## config.mk

```make
export PLATFORM = sky130hd
export DESIGN_NAME = sud_cell
export DESIGN_NICKNAME = d
export VERILOG_FILES = /design/src/hdl/sud_pkg.sv /design/src/hdl/sud_cell.sv
export SDC_FILE = /design/constraint.sdc
export NUM_CORES = 1
export LEC_CHECK = 0
export BUFFER_PORTS_ARGS = -buffer_cell sky130_fd_sc_hd__buf_2
export CAP_MARGIN = 20
export CORE_MARGIN = 1.5
export CORE_UTILIZATION = 45
export CTS_CLUSTER_SIZE = 28
export DETAILED_ROUTE_END_ITERATION = 10
export PLACE_DENSITY_LB_ADDON = 0.05
export SYNTH_ARGS = -nofsm -noshare
export SYNTH_HDL_FRONTEND = slang
export SYNTH_SLANG_ARGS = --single-unit
export TNS_END_PERCENT = 30
```

## constraint.sdc

```tcl
create_clock -name clk -period 8.1 [get_ports clk]
set_input_delay 0.81 -clock clk [delete_from_list [all_inputs] [get_ports clk]]
set_output_delay 0.81 -clock clk [all_outputs]
set_load 0.02 [all_outputs]
```

## src/hdl/sud_pkg.sv

```systemverilog
// Shared constants and types for the signed/unsigned divider.
package sud_pkg;

  localparam int SUD_DATA_WIDTH = 64;

  // Sign and special-case flags that travel alongside each request.
  typedef struct packed {
    logic neg_quot;
    logic neg_rem;
    logic div_zero;
  } sud_ctrl_t;

endpackage

```

## src/hdl/sud_cell.sv

```systemverilog
// One restoring division step: produces one quotient bit per cell.
module sud_cell import sud_pkg::*; #(
  parameter int DATA_WIDTH = SUD_DATA_WIDTH
) (
  input  logic                  clk,
  input  logic                  rst,
  input  logic                  en,
  input  logic                  in_valid,
  input  sud_ctrl_t             in_ctrl,
  input  logic [DATA_WIDTH-1:0] in_rem,
  input  logic [DATA_WIDTH-1:0] in_aq,
  input  logic [DATA_WIDTH-1:0] in_den,
  output logic                  out_valid,
  output sud_ctrl_t             out_ctrl,
  output logic [DATA_WIDTH-1:0] out_rem,
  output logic [DATA_WIDTH-1:0] out_aq,
  output logic [DATA_WIDTH-1:0] out_den
);

  logic [DATA_WIDTH:0]   trial;
  logic [DATA_WIDTH:0]   diff;
  logic                  fits;
  logic [DATA_WIDTH-1:0] rem_next;
  logic [DATA_WIDTH-1:0] aq_next;

  // The partial remainder keeps the bit shifted out of its top, so the
  // trial value is one bit wider than the divisor.
  always_comb begin
    trial    = {in_rem, in_aq[DATA_WIDTH-1]};
    diff     = trial - {1'b0, in_den};
    fits     = ~diff[DATA_WIDTH];
    rem_next = fits ? diff[DATA_WIDTH-1:0] : trial[DATA_WIDTH-1:0];
    aq_next  = {in_aq[DATA_WIDTH-2:0], fits};
  end

  always_ff @(posedge clk) begin
    if (rst) begin
      out_valid <= 1'b0;
    end else if (en) begin
      out_valid <= in_valid;
    end
  end

  always_ff @(posedge clk) begin
    if (en) begin
      out_ctrl <= in_ctrl;
      out_rem  <= rem_next;
      out_aq   <= aq_next;
      out_den  <= in_den;
    end
  end

endmodule

```

## After elaboration in Yosys (flattened, before gate mapping)

Index checks and enable logic that the tools add are counted.

- ROM bits: 0
- Memories kept: 0
- Bits of input ports: 199
- Latch bits: 0
- Logic and storage cells: 10
- Register bits: 196
- Bits in writable memories: 0

- Reduce and logical (&&, ||, !) cells: 0
- Shift operators: 0
- Order comparisons: 0
- Div/mod/pow operators: 0
- Mux-type cells: 1
- Add/sub/neg operators: 1
- Multipliers: 0
- Bitwise logic cells: 1
- Equal/unequal tests: 0

Operator list:

| cell | number |
|---|---|
| subtractor 65 x 64 -> 65 bit | 1 |
| 2-to-1 mux 64 bit | 1 |
| inverter 1 bit | 1 |

## Depth between registers and ports, before layout

- Depth in word-level cells: 2
- Depth in mapped cells: 14
- Mapped depth without buffers: 13

## Least setup slack after synthesis

Ideal clock, no wire load.

- Path type: in2reg
- Start point: in in_den[27]
- End point: reg out_rem[53] (data pin)
- Setup time: 262 ps
- Stages on the path: 14
- Data required time: 7838 ps
- Buffers on the path: 2
- Setup slack: 4206 ps
- Arrival: 3632 ps
- Cells stage by stage: inv_1 -> ha_1 -> buf_2 -> nand4_1 -> or4_1 -> or3_1 -> o32a_1 -> a21oi_2 -> o21ai_1 -> and2_4 -> o211a_4 -> inv_6 -> buf_6 -> mux2_1

- Cells in the longest elaborated chain, start to end: 2

Ends and longest elaborated chain:

| item | line | text |
|---|---|---|
| from (decl) | sud_cell.sv:12 | `input logic [DATA_WIDTH-1:0] in_den,` |
| subtractor 65 x 64 -> 65 bit | sud_cell.sv:30 | `diff = trial - {1'b0, in_den};` |
| 2-to-1 mux 64 bit | sud_cell.sv:32 | `rem_next = fits ? diff[DATA_WIDTH-1:0] : trial[DATA_WIDTH-1:0];` |
| via rem_next[53] | sud_cell.sv:23 | `logic [DATA_WIDTH-1:0] rem_next;` |
| to (signal assigned) | sud_cell.sv:47 | `out_rem <= rem_next;` |
| to (decl) | sud_cell.sv:15 | `output logic [DATA_WIDTH-1:0] out_rem,` |

The timed path passes the listed nets, and every way through them passes these cells.
A chain may end at the register's enable or synchronous reset.

## Worst setup path in the final report

- Start point: in in_den[27]
- End point: reg out_rem[47] (data pin)

The elaborated chain is that of the path after synthesis.

==> results.md <==
* PD cells at 216 nW/um2
* Initial Util at 0.463
* Synth Instances at roughly 940
* Unrepaired setup endpoints after global routing: no
* Sequential-to-total area share from yosys stat at 0.535
* Worst-Skew Late Latency at 0.44 ns
* Final Power at about 3.0 mW
* DR pass1 iterations at 7
* Worst-path maximum fanout at 60
* Worst Skew at 0 ns
* YS warnings at 0
* Status: complete, no violations
* Mapped cell area at between 10000 and 15000 um2
* Nets at roughly 1600
* Fin crit share at 0.522
* R2R Setup Slk at 7.52 ns
* FF+latch count, synth at around 200
* First-pass GRT wire length at 45.7 mm
* CTS tree: done
* Synth cell types at 75
* Cells on worst reg2reg path at 2
* Number of CTS-inserted buffers at 17
* Worst vdd ir at between 0.1 and 0.15 mV
* DRC at 0
* Post-DP HPWL at 22.7 mm
* Die X at 159 um
* Via density at 5.25
* Layout cell share with drive strength beyond 1 at 0.333
* Placer Congestion at 0.836
* CTS Hold Bufs at 0
* WP data required at 8.29 ns
* Global Route Usage Sum at 0.229
* Critical Path Source: in_den[27]
* Clock sink count at approximately 200
* Placeable Area at 23700 um2
* Final wirelength at 29.5 mm
* Max-slew violations at 0
* Largest net degree at the start of global routing at 124
* Post-synth EDFFs at slightly below 200
* Initial drt markers at 511
* Die ar. at ~25000 um2
* Critical Path Sink Type: register
* Slew margin rel. at 0.325
* Postcts setup bufs at 0
* WL/cell at approximately 18 um
* Syn Nets at 1201
* HP Class: register to register
* Share of flip-flops with an asynchronous set or reset at 0
* Port-buffer cells at 394
* H-tree Lvls at 4
* Reg clk slew, reported paths at 0.08 ns
* Critical Path Sink: out_rem[47]
* Vias in the first global route at 8385
* Initial antenna violation count at 3
* Critical path arrival at about 4.4 ns
* Most used DFF post-synth: edfxtp_1
* Avg Inst Size Synth at 11.7 um2
* Reg-to-reg critical path endpoint: out_valid
* Setup tns final at 0 ns
* Final setup violating endpoints at 0
* Final hold slack at 0.503 ns
* Final hold violation count at 0
* Grt total ovfl at 0
* Critical setup path kind: input port to register
* Area grow syn2layout at 26.2%
* Minimum period implied by the final worst setup slack at 4.23 ns
* Clock root cell: clkbuf_16
* Leak Pwr at around 6.2 nW
* Max clock buf depth at 2
* CP startpoint kind: input port
* Gates resized, CTS repair at 0
* Rows at 56
* Die extent in y at 159 um
* Reg-to-Reg Start: out_valid
* Max-cap violations at 0
* Vias at approximately 8700
* Routed Antenna Nets at 0
* I/O pin count at 395
* Worst-margin pin slew at 1.01 ns
* Max frequency at approximately 240 MHz
## metrics by stage
step / cells / area (um2) / worst slack [ns] / util
after floorplan: 937 / 11000 / 4.21 / -
after global placement: 1618 / 13200 / 3.48 / 0.557
after detailed placement: 1618 / 13200 / 3.44 / 0.557
after CTS: 1650 / 13800 / 3.88 / 0.584
after global routing: 1651 / 13800 / 3.65 / 0.585
final: 1651 / 13800 / 3.87 / 0.585
## Yosys cell counts, types with 3 or more instances
master	instances	area, um2
edfxtp_1	195	5860
inv_1	85	319
a21oi_1	76	380
ha_1	64	801
nand2_1	62	233
mux2_1	54	608
nor2_1	41	154
xnor2_1	34	298
a21o_1	32	240
clkbuf_1	24	90.1
o21ai_0	23	115
xor2_1	23	201
nand4_1	20	125
o21ai_1	15	75.1
o21bai_1	15	113
nand3_1	10	50.1
nor2b_1	10	62.6
nand2b_1	9	56.3
nor3_1	9	45.0
o21a_1	8	60.1
a31oi_1	7	43.8
and3_1	7	43.8
mux2i_1	7	70.1
a211oi_1	6	45.0
buf_6	6	67.6
a211o_1	5	43.8
a21boi_0	5	37.5
o31ai_1	5	37.5
or3_1	5	31.3
o211ai_1	4	30.0
or2_1	4	25.0
a311o_1	3	30.0
a311oi_1	3	26.3
and4_1	3	26.3
o2111ai_1	3	26.3
o22ai_1	3	18.8
o41ai_1	3	26.3
## flip-flops by register name, indices dropped and copies added, names as in the netlist
name	count
out_aq	64
out_ctrl	3
out_den	64
out_rem	64
out_valid	1
## worst min path at each step
stage | slack, ns | end | start | cells after the start
2_1_floorplan | 0.58 | out_valid | out_valid | 2
3_3_place_gp | 0.47 | out_valid | out_valid | 2
3_5_place_dp | 0.48 | out_valid | out_valid | 2
4_1_cts | 0.50 | out_valid | rst | 2
5_1_grt | 0.52 | out_valid | rst | 2
6_report | 0.50 | out_valid | out_valid | 2
## worst max-delay path, cell delays in order
cell and delay, ns:
buf_2 0.09, inv_1 0.04, ha_1 0.46, nand4_1 0.18
or4_1 0.61, or3_1 0.32, o32a_1 0.22, a21oi_2 0.18
o21ai_1 0.11, and2_4 0.20, o211a_4 0.29, inv_6 0.45
mux2_1 0.39
## logic make-up (layout without fill, tap and decap cells)
logic type	after synthesis	after routing	synth area share
AOI/OAI and AO/OA	240	240	0.144
DFF	196	196	0.535
and+or+nand+nor	196	196	0.0889
buffers and inverters	119	513	0.0455
adders and majority gates	65	65	0.0748
muxes	64	64	0.0656
xor gates and xnor gates	57	57	0.0455
other	0	1	0
## report_power, final
group          leakage (nW)  internal [mW]  switching (mW)
Sequential             1.92           1.25          0.0249
Combinational          3.97          0.301           0.492
Clock                 0.312          0.460           0.461
## area by class of cell
type                            instances  area, um2
Timing Repair Buffer                  395       1990
Fill cell                            2193       9840
Clock buffer                           17        425
Tap cell                              319        399
Antenna cell                            1       2.50
Sequential cell                       196       5880
Clock inverter                         15        220
Multi-Input combinational cell        622       4610
Inverter                               86        328
## cell usage in the layout, fill, tap and decap left out, types with 4 or more instances in the layout
cell	synthesis	layout
nand3_1	10	10
mux2_1	54	54
xor2_1	23	23
nand2b_1	9	9
o21ai_1	15	15
o21ai_0	23	23
nor2_1	41	41
o21a_1	8	8
a31oi_1	7	7
a21oi_1	76	76
clkinv_8	0	5
or3_1	5	5
clkbuf_16	0	17
a211oi_1	6	6
nand4_1	20	20
or2_1	4	4
inv_6	1	4
edfxtp_1	195	195
nor2b_1	10	10
a211o_1	5	5
mux2i_1	7	7
a21o_1	32	32
o21bai_1	15	15
o31ai_1	5	5
nor3_1	9	9
buf_2	2	393
xnor2_1	34	34
inv_1	85	85
o211ai_1	4	4
nand2_1	62	62
ha_1	64	64
a21boi_0	5	5
and3_1	7	7
## routing by layer
metal,up-vias,part of all wire,global-route usage
li1,4244,-,-
met1,4044,0.43,0.297
met2,334,0.48,0.383
met3,46,0.061,0.0438
met4,4,0.027,0.0793
met5,-,0.00085,0
Note: power is estimated with default switching activity, not from simulation.
