[src/hdl/sud_pkg.sv]
// Shared constants and types for the signed/unsigned divider.
package sud_pkg;

  localparam int SUD_DATA_WIDTH = 64;

  // Sign and special-case flags that travel alongside each request.
  typedef struct packed {
    logic neg_quot;
    logic neg_rem;
    logic div_zero;
  } sud_ctrl_t;

endpackage

[src/hdl/sud_if.sv]
// Request and result channel interfaces of the divider.
interface sud_req_if #(parameter int DATA_WIDTH = 64);
  logic                  valid;
  logic                  ready;
  logic                  action;
  logic [DATA_WIDTH-1:0] dividend;
  logic [DATA_WIDTH-1:0] divisor;

  modport source (output valid, output action, output dividend, output divisor, input ready);
  modport sink   (input valid, input action, input dividend, input divisor, output ready);
endinterface


[src/hdl/sud_pre.sv]
// Input stage: takes magnitudes of signed operands and flags a zero divisor.
module sud_pre import sud_pkg::*; #(
  parameter int DATA_WIDTH = SUD_DATA_WIDTH
) (
  input  logic                  clk,
  input  logic                  rst,
  input  logic                  en,
  sud_req_if.sink               req,
  output logic                  out_valid,
  output sud_ctrl_t             out_ctrl,
  output logic [DATA_WIDTH-1:0] out_num,
  output logic [DATA_WIDTH-1:0] out_den
);

  logic                  neg_a;
  logic                  neg_b;
  logic [DATA_WIDTH-1:0] mag_a;
  logic [DATA_WIDTH-1:0] mag_b;
  sud_ctrl_t             ctrl_next;

  assign req.ready = en;

  always_comb begin
    neg_a = req.action & req.dividend[DATA_WIDTH-1];
    neg_b = req.action & req.divisor[DATA_WIDTH-1];
    mag_a = neg_a ? (~req.dividend + DATA_WIDTH'(1)) : req.dividend;
    mag_b = neg_b ? (~req.divisor + DATA_WIDTH'(1)) : req.divisor;
    ctrl_next.neg_quot = neg_a ^ neg_b;
    ctrl_next.neg_rem  = neg_a;
    ctrl_next.div_zero = (req.divisor == '0);
  end

  always_ff @(posedge clk) begin
    if (rst) begin
      out_valid <= 1'b0;
    end else if (en) begin
      out_valid <= req.valid;
    end
  end

  always_ff @(posedge clk) begin
    if (en) begin
      out_ctrl <= ctrl_next;
      out_num  <= mag_a;
      out_den  <= mag_b;
    end
  end

endmodule

[src/flat_wrapper.sv]
// flat-port wrapper written by rule: the top's interface ports become plain ports
module sud_pre_flat import sud_pkg::*;
#(
  parameter int DATA_WIDTH = SUD_DATA_WIDTH
)
  (clk, rst, en, out_valid, out_ctrl, out_num, out_den, req_valid, req_action, req_dividend, req_divisor, req_ready);
  sud_req_if #(.DATA_WIDTH(DATA_WIDTH)) req_i ();
  input  logic clk;
  input  logic rst;
  input  logic en;
  output logic out_valid;
  output sud_ctrl_t out_ctrl;
  output logic [DATA_WIDTH-1:0] out_num;
  output logic [DATA_WIDTH-1:0] out_den;
  input wire logic [$bits(req_i.valid)-1:0] req_valid;
  input wire logic [$bits(req_i.action)-1:0] req_action;
  input wire logic [$bits(req_i.dividend)-1:0] req_dividend;
  input wire logic [$bits(req_i.divisor)-1:0] req_divisor;
  output wire logic [$bits(req_i.ready)-1:0] req_ready;
  assign req_i.valid = req_valid;
  assign req_i.action = req_action;
  assign req_i.dividend = req_dividend;
  assign req_i.divisor = req_divisor;
  assign req_ready = req_i.ready;
  sud_pre #(.DATA_WIDTH(DATA_WIDTH)) u_core (.clk(clk), .rst(rst), .en(en), .req(req_i), .out_valid(out_valid), .out_ctrl(out_ctrl), .out_num(out_num), .out_den(out_den));
endmodule
[config.mk]
export PLATFORM = sky130hd
export DESIGN_NAME = sud_pre_flat
export DESIGN_NICKNAME = d
export VERILOG_FILES = /design/src/hdl/sud_pkg.sv /design/src/hdl/sud_if.sv /design/src/hdl/sud_pre.sv /design/src/flat_wrapper.sv
export SDC_FILE = /design/constraint.sdc
export NUM_CORES = 1
export LEC_CHECK = 0
export BUFFER_PORTS_ARGS = -buffer_cell sky130_fd_sc_hd__buf_2
export CORE_UTILIZATION = 51
export CTS_BUF_LIST = sky130_fd_sc_hd__clkbuf_4
export DETAILED_ROUTE_END_ITERATION = 8
export PLACE_DENSITY = 0.81
export RECOVER_POWER = 100
export SYNTH_ARGS = -nofsm -noshare
export SYNTH_HDL_FRONTEND = slang
export SYNTH_SLANG_ARGS = --single-unit
[constraint.sdc]
create_clock -name clk -period 3.5 [get_ports clk]
set_clock_uncertainty 0.2 [all_clocks]
set_input_delay 0.35 -clock clk [delete_from_list [all_inputs] [get_ports clk]]
set_output_delay 0.35 -clock clk [all_outputs]
set_load 0.02 [all_outputs]
; ---- Word-level counts from Yosys, hierarchy flattened
; Cells that the tools add are included.
[totals]
inputBits = 133
out_inout_bits = 133
ff_bits = 132
wordCells = 16
[op_classes]
add_sub_neg = 2
n_mux = 2
reduce_logical = 1
bitwise_logic = 5
[op_table]
columns = cell, n
row1 = "adder 64 x 1 -> 64 bit, second input constant", 2
row2 = two-way mux 64 bit, 2
row3 = inverter 64 bit, 2
row4 = zero test 64 bit, 1
row5 = AND 1 bit, 2
row6 = bitwise XOR 1 bit, 1

; ---- Longest topological paths before layout
[logic_depth]
ltp_word = 3
mapped_depth = 7
mapped_depth_nobuf = 7

; ---- Worst setup path after synthesis
; Ideal clock, no wire load.
[synth_timing]
path_kind = input to register
from = input port req_dividend[4]
to = register u_core.out_num[51] (data pin)
t_arrival_ps = 2111
n_path_buf = 1
setup_time_ps = 263
required_ps = 3037
path_slack_ps = 926
cell_stages = 6
path_cell_list = or3_4 -> or4_4 -> buf_6 -> or3_4 -> o41ai_2 -> xnor2_1
[synth_via]
elab_chain_len = 3
[synth_rtl]
columns = item, line
row1 = from (decl), flat_wrapper.sv:17  ; input wire logic [$bits(req_i.dividend)-1:0] req_dividend;
row2 = inverter 64 bit, sud_pre.sv:26  ; mag_a = neg_a ? (~req.dividend + DATA_WIDTH'(1)) : req.dividend;
row3 = adder 64 x 1 -> 64 bit, sud_pre.sv:26
row4 = two-way mux 64 bit, sud_pre.sv:26
row5 = net u_core.mag_a[51], sud_pre.sv:17  ; logic [DATA_WIDTH-1:0] mag_a;
row6 = to (signal assigned), sud_pre.sv:44  ; out_num <= mag_a;
row7 = to (decl), sud_pre.sv:11  ; output logic [DATA_WIDTH-1:0] out_num,
; The timed path passes the listed nets, and every way through them passes these cells.
; A chain may end at the register's enable or synchronous reset.

; ---- Worst setup path after layout
; Same ends and word-level chain as after synthesis.

==> reports/qor.yml <==
outcome:
  outcome: "finished, violations left"
  violations: "max-capacitance violations, max-slew violations"
die:
  die_width_um: 119
  core.rowCount: 42
  core_region_area_um2: 13200
  floorplan.initialDensity_pct: 52.5
  fp.dieArea_um2: 14100
  io-pin-count: 266
  die_h_um: 119
place:
  post-dp-hpwl_mm: 13.7
  port_buffers: 265
  place.gp.congestion: 0.936
min_path:
  worstHoldStart: "req_divisor[51]"
  hold_path.class: "input pin to flop"
power_and_ir_drop:
  cellLeakagePower_nw: 3.72
  power.density_cell_area_nw_per_um2: 403
  power.ir.vdd_worst_v: 0.000276
sta:
  max_freq_ghz: 0.294
  report.final.hold_viol_count: 0
  layout_worst_path_cycle_share_pct: 97.2
  rsz_0062_raised_after_global_routing: "no"
  post-route-min-period_ps: 3400
  setup_tns_ps: 0
  max_slew_margin_pct: -40.8
  count_of_final_max_slew_check_failures: 135
  setup_viol_count_final: 0
  timing_worst_slew_pin_value_ps: 2110
critical_path:
  startpoint_type: "input pin"
  critPathKind: "input pin to flop"
  setup.worst_path.end_class: "flop"
  critical_path.cell_chain: "dlygate4sd3_1 > clkbuf_1 > or3_1 > or4_4 > or3_1 > o41ai_1 > xnor2_1 > dlygate4sd3_1"
  critical_path.slowest_cell: "sky130_fd_sc_hd__or4_4"
  cp_max_fo: 11
  delay_contributed_by_the_slowest_stage_of_the_critical_path_ps: 600
  worstSetupStartpoint: "req_dividend[4]"
  critPathArrivalTime_ps: 3520
  cp_data_required_time_ps: 3620
  r2r_start: "u_core.out_valid$_SDFFE_PP0P_"
  cpLargestDelayFamily: "simple AND/OR/NAND/NOR gates"
  worstPathBufferInverterCount: 3
yosys:
  synthArstFlopShare_pct: 0
  post_synth_inst_count: 605
  synthesis.area_per_instance_um2: 11.5
  netlist.top_cell.by_area: "sky130_fd_sc_hd__edfxtp_1"
  synth-edff-count: 131
  number_of_nets_produced_by_synthesis: 740
  ys.warnings.count: 0
  synth_area_leaders: "sky130_fd_sc_hd__edfxtp_1, sky130_fd_sc_hd__xor2_1, sky130_fd_sc_hd__xnor2_1, sky130_fd_sc_hd__nor2_1, sky130_fd_sc_hd__nor4_1"
  synthesis.area_um2: 6950
  synth_cell_types: 44
  seq_area_frac_synth_pct: 56.9
  synth_most_common_cell: "sky130_fd_sc_hd__edfxtp_1"
  synthTopCellsByCount: "sky130_fd_sc_hd__edfxtp_1, sky130_fd_sc_hd__xor2_1, sky130_fd_sc_hd__nor2_1, sky130_fd_sc_hd__xnor2_1, sky130_fd_sc_hd__a21oi_1"
  ys.flop_type: "sky130_fd_sc_hd__edfxtp_1"
  ys_seq_elements: 132
  synth_top_cell_area_share_pct: 56.6
drt:
  drt_first_iter_violations: 701
  detail_route.vias_per_cell: 5.75
  wl_mm: 22.8
  antenna_viol_nets_final: 0
  tritonroute_pass_1_iters: 7
  drt-wirelength-per-cell_um: 18.9
  drt_drc_violations_left: 0
  routed-via-count: 6951
clock_tree:
  clock_tree_from_tritoncts: "built"
  clk_pin_slew_ps: 130
  maximum_clock_insertion_buffer_count: 2
  setup_buffers_after_cts: 0
  tritoncts_num_sinks: 132
  ctsRootBufferMaster: "sky130_fd_sc_hd__clkbuf_4"
  cts-htree-levels: 4
  cts_inserted_buffers: 17
  clock_latency_ps: 540
global_route:
  grt_first_pass_wirelength_mm: 35.3
  global_route.overflow_total: 0
  grt_usage_pct: 32.5
  antenna_found_initial: 0
  grt_start_max_net_pins: 58
  first_global_vias: 6972
layout:
  post_route_cells_drive_above_1_share_pct: 16.0
  flow.area_growth_from_synthesis_pct: 43.0
  fin_util_pct: 75.0
  n_antenna_cell: 0
  finish.net_count: 1155
run:
  cap_viol_max_count: 3
-- worst min-delay path, cell delays in order --
cell and delay (ps):
sky130_fd_sc_hd__buf_2 130, sky130_fd_sc_hd__nor2_1 100, sky130_fd_sc_hd__a311oi_1 60
-- path summary, 6_finish.rpt --
path / cells past startpoint / slack (ps) / endpoint
max reg2reg: 3 / 2110 / u_core.out_valid$_SDFFE_PP0P_
min reg2reg: 3 / 900 / u_core.out_valid$_SDFFE_PP0P_
min: 3 / 50 / u_core.out_den[51]$_DFFE_PP_
max: 8 / 100 / u_core.out_num[51]$_DFFE_PP_
-- where the power goes --
group          leakage (nW)  switching [mW]  total (mW)  internal (mW)
Sequential             1.29          0.0535        1.99           1.94
Clock                 0.160           0.560        1.13          0.568
Combinational          2.27           0.560       0.886          0.326
-- cell type report --
class,instances,area (µm²)
inverter,21,78.8
tap,176,220
multi-input combinational,437,2820
fill,926,3300
timing repair buffer,411,2560
clock buffer,19,143
sequential,132,3950
clock inverter,13,164
-- metrics by stage --
step	setup WS [ps]	instances	total power [mW]	hold WS (ps)	area (µm²)
floorplan	926	605	2.43	222	6950
global placement	544	1045	2.78	267	8560
detailed placement	465	1045	2.80	300	8560
CTS	203	1209	4.01	5.80	10200
global route	30.3	1209	4.14	38.6	9940
finish	98.0	1209	4.01	47.5	9940
-- flip-flops by register name, indices dropped and copies added (netlist names) --
signal            cells
u_core.out_num       64
u_core.out_ctrl       3
u_core.out_valid      1
u_core.out_den       64
-- cell families after synthesis --
logic type | count (synthesis) | share of synthesized area, %
DFF | 132 | 56.9
adders and majority gates | 2 | 0.360
xor gates and xnor gates | 122 | 15.4
and+or+nand+nor | 208 | 15.8
muxes | 1 | 0.144
buffers and inverters | 36 | 2.11
AOI/OAI and AO/OA | 104 | 9.26
-- cells in the final DEF, fill, tap and decap left out, drive strengths merged, types with 3 or more instances in the layout --
cell type	Yosys	final
clkbuf	11	170
dlygate4sd3	0	132
edfxtp	131	131
buf	4	128
xor2	72	72
nor2	64	64
xnor2	50	50
a21oi	37	37
nor4	33	33
nor3	28	28
a31oi	27	27
nand2	24	24
inv	21	21
o31ai	14	14
o21ai	13	13
nand3	9	9
nand4	8	8
or3	8	8
or4	8	8
and2	7	7
clkinv	0	7
or2	6	6
o41ai	6	6
nand2b	4	4
bufinv	0	4
a41oi	3	3
-- per-layer routing --
layer	GRT usage [%]	wire length, µm	up-vias	share of wire (%)
li1	-	-	3104	-
met1	35.8	8170	3239	36
met2	58.1	11600	519	51
met3	8.40	2140	89	9.3
met4	15.4	947	0	4.1
met5	0	0	-	0
-- repair_timing --
action | in CTS | in global routing
hold buffers | 132 | 0
endpoints found under the hold margin | 128 | 0
endpoints found under the setup margin | 0 | 1
resized for setup | 0 | 1
(Power assumes the default switching activity.)
