**src/hdl/sud_pkg.sv**
```systemverilog
// Shared constants and types for the signed/unsigned divider.
package sud_pkg;

  localparam int SUD_DATA_WIDTH = 64;

  // Sign and special-case flags that travel alongside each request.
  typedef struct packed {
    logic neg_quot;
    logic neg_rem;
    logic div_zero;
  } sud_ctrl_t;

endpackage

```
**src/hdl/sud_if.sv**
```systemverilog


interface sud_rsp_if #(parameter int DATA_WIDTH = 64);
  logic                  valid;
  logic                  ready;
  logic [DATA_WIDTH-1:0] quotient;
  logic [DATA_WIDTH-1:0] remainder_out;
  logic                  divide_by_zero;

  modport source (output valid, output quotient, output remainder_out, output divide_by_zero,
                  input ready);
  modport sink   (input valid, input quotient, input remainder_out, input divide_by_zero,
                  output ready);
endinterface

```
**src/hdl/sud_post.sv**
```systemverilog
// Output stage: restores signs, forces zero-divisor results and holds the result register.
module sud_post import sud_pkg::*; #(
  parameter int DATA_WIDTH = SUD_DATA_WIDTH
) (
  input  logic                  clk,
  input  logic                  rst,
  input  logic                  en,
  input  logic                  in_valid,
  input  sud_ctrl_t             in_ctrl,
  input  logic [DATA_WIDTH-1:0] in_rem,
  input  logic [DATA_WIDTH-1:0] in_quot,
  sud_rsp_if.source             rsp
);

  logic [DATA_WIDTH-1:0] quot_next;
  logic [DATA_WIDTH-1:0] rem_next;

  always_comb begin
    quot_next = in_ctrl.neg_quot ? (~in_quot + DATA_WIDTH'(1)) : in_quot;
    rem_next  = in_ctrl.neg_rem ? (~in_rem + DATA_WIDTH'(1)) : in_rem;
    if (in_ctrl.div_zero) begin
      quot_next = '0;
      rem_next  = '0;
    end
  end

  always_ff @(posedge clk) begin
    if (rst) begin
      rsp.valid <= 1'b0;
    end else if (en) begin
      rsp.valid <= in_valid;
    end
  end

  always_ff @(posedge clk) begin
    if (en) begin
      rsp.quotient       <= quot_next;
      rsp.remainder_out  <= rem_next;
      rsp.divide_by_zero <= in_ctrl.div_zero;
    end
  end

endmodule

```
**src/flat_wrapper.sv**
```systemverilog
// flat-port wrapper written by rule: the top's interface ports become plain ports
module sud_post_flat import sud_pkg::*;
#(
  parameter int DATA_WIDTH = SUD_DATA_WIDTH
)
  (clk, rst, en, in_valid, in_ctrl, in_rem, in_quot, rsp_valid, rsp_quotient, rsp_remainder_out, rsp_divide_by_zero, rsp_ready);
  sud_rsp_if #(.DATA_WIDTH(DATA_WIDTH)) rsp_i ();
  input  logic clk;
  input  logic rst;
  input  logic en;
  input  logic in_valid;
  input  sud_ctrl_t in_ctrl;
  input  logic [DATA_WIDTH-1:0] in_rem;
  input  logic [DATA_WIDTH-1:0] in_quot;
  output wire logic [$bits(rsp_i.valid)-1:0] rsp_valid;
  output wire logic [$bits(rsp_i.quotient)-1:0] rsp_quotient;
  output wire logic [$bits(rsp_i.remainder_out)-1:0] rsp_remainder_out;
  output wire logic [$bits(rsp_i.divide_by_zero)-1:0] rsp_divide_by_zero;
  input wire logic [$bits(rsp_i.ready)-1:0] rsp_ready;
  assign rsp_valid = rsp_i.valid;
  assign rsp_quotient = rsp_i.quotient;
  assign rsp_remainder_out = rsp_i.remainder_out;
  assign rsp_divide_by_zero = rsp_i.divide_by_zero;
  assign rsp_i.ready = rsp_ready;
  sud_post #(.DATA_WIDTH(DATA_WIDTH)) u_core (.clk(clk), .rst(rst), .en(en), .in_valid(in_valid), .in_ctrl(in_ctrl), .in_rem(in_rem), .in_quot(in_quot), .rsp(rsp_i));
endmodule
```
**config.mk**
```make
export PLATFORM = sky130hd
export DESIGN_NAME = sud_post_flat
export DESIGN_NICKNAME = d
export VERILOG_FILES = /design/src/hdl/sud_pkg.sv /design/src/hdl/sud_if.sv /design/src/hdl/sud_post.sv /design/src/flat_wrapper.sv
export SDC_FILE = /design/constraint.sdc
export NUM_CORES = 1
export LEC_CHECK = 0
export ABC_CLOCK_PERIOD_IN_PS = 3300
export BUFFER_PORTS_ARGS = -buffer_cell sky130_fd_sc_hd__buf_2
export CELL_PAD_IN_SITES_DETAIL_PLACEMENT = 1
export CELL_PAD_IN_SITES_GLOBAL_PLACEMENT = 2
export CORE_ASPECT_RATIO = 1.1
export CORE_MARGIN = 3
export CORE_UTILIZATION = 25
export DETAILED_ROUTE_END_ITERATION = 7
export HOLD_SLACK_MARGIN = 0.03
export PLACE_DENSITY = 0.78
export RECOVER_POWER = 50
export SLEW_MARGIN = 20
export SYNTH_ARGS = -nofsm -noshare
export SYNTH_HDL_FRONTEND = slang
export SYNTH_SLANG_ARGS = --single-unit
```
**constraint.sdc**
```tcl
create_clock -name clk -period 3.3 [get_ports clk]
set_input_delay 0.66 -clock clk [delete_from_list [all_inputs] [get_ports clk]]
set_output_delay 0.66 -clock clk [all_outputs]
set_load 0.1 [all_outputs]
```
After elaboration in Yosys (flattened, before gate mapping) --
Index checks and enable logic that the tools add are counted.
Word-level totals: logic and storage cells 10, ROM bits 0, bits in registers 130, input bits 136, memory bits (writable) 0, latch bits 0, memories kept 0, output and inout port bits 130
Operators by class: order comparisons 0, mux-type cells 2, reductions and logical operators 0, divide/modulo/power cells 0, multiply operators 0, bitwise logic cells 2, equality and inequality tests 0, $add $sub $neg 2, shift-type cells 0
Operators with widths (number):
- 64-bit by 1-bit adder with 64-bit output, second input constant | 2
- 64-bit two-way mux | 2
- 64-bit inverter | 2

Depth between registers and ports, before layout --
depth after elaboration 3, gate-level depth with buffers 8, gate-level depth less buffers 7

Worst setup path before layout --
Ideal clock, no wire load.
path kind input port to flip-flop, start input in_quot[0], end register u_core.rsp.quotient[44] (data pin), data required time 3038 ps, path slack 643 ps, data arrival time 2395 ps, cell stages on the path 7, cell sequence inv_1 -> ha_1 -> nor3b_1 -> nand3_1 -> or4_1 -> o31ai_1 -> mux2_1
On the way: longest elaborated chain between the ends 3
RTL lines:
- from (decl) | line flat_wrapper.sv:14 | input logic [DATA_WIDTH-1:0] in_quot;
- 64-bit inverter | line sud_post.sv:19 | quot_next = in_ctrl.neg_quot ? (~in_quot + DATA_WIDTH'(1)) : in_quot;
- 64-bit by 1-bit adder with 64-bit output | line sud_post.sv:19
- 64-bit two-way mux | line sud_post.sv:19
- to (signal assigned) | line sud_post.sv:37 | rsp.quotient <= quot_next;
- to (decl) | line sud_if.sv:10 | modport source (output valid, output quotient, output remainder_out, output divide_by_zero,
No other way between the ends. A chain may end at the register's enable or synchronous reset.

Worst setup path in the final report --
start input in_rem[0], end register u_core.rsp.remainder_out[51] (data pin)
On the way: longest elaborated chain between the ends 3
RTL lines:
- from (decl) | line flat_wrapper.sv:13 | input logic [DATA_WIDTH-1:0] in_rem;
- 64-bit inverter | line sud_post.sv:20 | rem_next = in_ctrl.neg_rem ? (~in_rem + DATA_WIDTH'(1)) : in_rem;
- 64-bit by 1-bit adder with 64-bit output | line sud_post.sv:20
- 64-bit two-way mux | line sud_post.sv:20
- to (signal assigned) | line sud_post.sv:38 | rsp.remainder_out <= rem_next;
- to (decl) | line sud_if.sv:10
No other way between the ends.

==> metrics.csv <==
metric;value;unit
clk_latency;0.43;ns
postSynthAreaPerCell;9.75;µm²
cts-buffers-inserted;17;
antenna_found_initial;2;
start_kind;input port;
dr.pass1.iters;5;
post_cts_buffers;0;
yosysTopAreaCell;edfxtp_1;
cp-end-kind;flop;
rows;70;
synth_cell_types;54;
combPwrFrac;0.311;
setup_violations;0;
synth_nets;1006;
yosys_most_used_dff;edfxtp_1;
fin_crit;2.81;ns
path_common_cell;nor4_1;
multi_input_comb_area;4300;µm²
ir_worst_vdd;342;µV
overflow;0;
synth-edff-count;129;
hold_depth;2;
synth_warnings;0;
outcome;complete, no violations;
dieHeight;199;µm
seq_area;3890;µm²
wl;31.9;mm
path_delay_family;simple AND/OR/NAND/NOR gates;
grt_pass1_wl;49.2;mm
crit_type;input port to flop;
reg2reg_from;u_core.rsp.valid;
cts-root-buf;clkbuf_16;
fmaxAchievable;356;MHz
cts_tree;done;
powerDensity;536;nW/µm²
async_flop_share;0;
critical_path_buf_inv_count;2;
cp_slowest_cell;nor4_1;
path_cells;clkbuf_1, nor4_1, nand4_1, buf_4, nor4_1, a31oi_1, mux2_1;
antenna_left;0;
place_hpwl;23.9;mm
drcViolationCount;0;
slew_headroom;0.0258;
worstPathArrival;2.99;ns
reg2reg_depth;2;
clkSlewWorstSetupHoldPaths;0.06;ns
syn_area;8470;µm²
h-tree-depth;4;
critical-path-max-stage-delay;0.90;ns
rsz0062_at_grt;false;
dp_slack;0.297;ns
crit-reg2reg-capture;u_core.rsp.valid;
netlist_top_cells_count;edfxtp_1 (129), nor2_1 (122), xor2_1 (71);
initial_core_util;0.254;
gp_congestion;0.827;
ys_top_cells_by_area;edfxtp_1 (46%), xor2_1 (7.3%), nor2_1 (5.4%);
drive_gt1_frac;0.271;
num_vias;8166;
finalHoldViolations;0;
post-route-period-util;0.851;
power.share.clock;0.341;
p_int;3.49;mW
nNetsFinal;1282;
hold_buffers;0;
hold_end;u_core.rsp.valid;
viasPerCell;5.14;
fin_hold_ws;0.383;ns
clock_sinks;130;
hold_start;rst;
tightestPinTransition;1.46;ns
cts.repair.resized;0;
grt_max_degree;92;
reg2reg_slack;2.71;ns
avgRoutedWirePerCell;20.0;µm
core-area;33300;µm²
hold_path_class;input port to flop;
drt_iter0_drc;440;
critPathMaxFanout;12;
grt_pass1_vias;8554;
finalWorstSetupSlack;0.492;ns
switching_power;2.39;mW
sw_frac_of_total;0.406;
synthToLayoutAreaGrowth;29.6;%
synth.most_common_cell;edfxtp_1;
drv_slew;0;
tns;0;ns
utilization;0.330;
track_usage;0.173;
seqPwrFrac;0.348;
synth-seq-cells;130;
clockBufferDepth;2;
fillers;3953;
fp.dieW;181;µm
numPortBuffers;264;
required;3.48;ns
fin_skew;0;ns
die_area;36100;µm²
synth_cells;868;
ioPinCount;266;
yosysSeqAreaShare;0.460;
p_leak;3.99;nW
maxCapViolCount;0;
netlist.area_leader.share;0.458;
[worst register-to-register path: stages (launching register included)]
cell,delay (ns)
dfxtp_1,0.30
mux2i_1,0.13
nor2_1,0.05
[per-stage QoR]
step | area, µm² | cells | total power [mW]
after floorplan | 8470 | 868 | 3.48
after global placement | 10500 | 1557 | 3.92
after detailed placement | 10500 | 1557 | 3.94
after CTS | 11100 | 1589 | 5.98
after global routing | 11000 | 1589 | 6.09
final | 11000 | 1590 | 5.88
[routing by layer]
| metal | vias up | routed length, µm | GRT usage |
|---|---|---|---|
| met3 | 45 | 2200 | 0.0483 |
| met2 | 261 | 15600 | 0.300 |
| li1 | 3873 | - | - |
| met1 | 3985 | 13400 | 0.209 |
| met4 | 2 | 667 | 0.0547 |
| met5 | - | 7 | 0 |
[sequential cells by signal, indices dropped and copies added (netlist names)]
| signal | count |
|---|---|
| u_core.rsp.divide_by_zero | 1 |
| u_core.rsp.quotient | 64 |
| u_core.rsp.remainder_out | 64 |
| u_core.rsp.valid | 1 |
[cell type report]
| cell class | count | area share |
|---|---|---|
| antenna | 1 | 0.000228 |
| clock buffer | 19 | 0.0395 |
| clock inverter | 13 | 0.0145 |
| inverter | 16 | 0.00548 |
| multi-input combinational | 672 | 0.392 |
| sequential | 130 | 0.355 |
| tap | 432 | 0.0493 |
| timing repair buffer | 307 | 0.144 |
[logic make-up after synthesis]
| kind of cell | count (synthesis) | share of synthesized area |
|---|---|---|
| simple gates | 421 | 0.277 |
| compound gates | 148 | 0.121 |
| flops | 130 | 0.460 |
| xor+xnor | 79 | 0.0817 |
| buf+inv | 66 | 0.0294 |
| mux | 22 | 0.0282 |
| fa+ha+maj | 2 | 0.00296 |
[cells in the final DEF, fill, tap and decap left out, types with 5 or more instances in the layout]
cell         n
edfxtp_1   129
o21ai_1      6
nand2b_1     7
o41ai_1     35
nand2_1     38
o31ai_1     32
or2_2        7
nor4_1      27
and3_1      16
a31oi_1      5
mux2i_1      7
mux2_1      14
nor4_2       8
a21oi_1     29
nor3_1      45
nor2b_1     16
nand3_1     35
or3_1       23
xnor2_1      8
nor3b_1     11
buf_4       37
clkbuf_16   17
nor2_1     122
xor2_1      71
nand4_1     22
o21ai_0     25
clkbuf_1    54
nor4b_1      5
nor3_2       6
or4_1       11
nand4b_1     5
inv_1       16
buf_2      215
[how the worst max path moves through the flow]
| stage | start | end | slack (ns) | cells after the start |
|---|---|---|---|---|
| floorplan | in_quot[0] | u_core.rsp.quotient[44] | 0.64 | 7 |
| global placement | in_quot[0] | u_core.rsp.quotient[44] | 0.31 | 8 |
| detailed placement | in_quot[0] | u_core.rsp.quotient[44] | 0.30 | 8 |
| CTS | in_quot[0] | u_core.rsp.quotient[44] | 0.74 | 8 |
| global route | en | u_core.rsp.quotient[19] | 0.34 | 2 |
| finish | in_rem[0] | u_core.rsp.remainder_out[51] | 0.49 | 7 |
[power by group through the flow]
stage | clock, mW | combinational (mW) | sequential [mW]
after global placement | 0 | 1.85 | 2.07
final | 2.01 | 1.83 | 2.04
after CTS | 2.07 | 1.87 | 2.04
after floorplan | 0 | 0.312 | 3.17
after global routing | 2.11 | 1.92 | 2.06
after detailed placement | 0 | 1.86 | 2.08
Power figures use the tool's default switching activity.
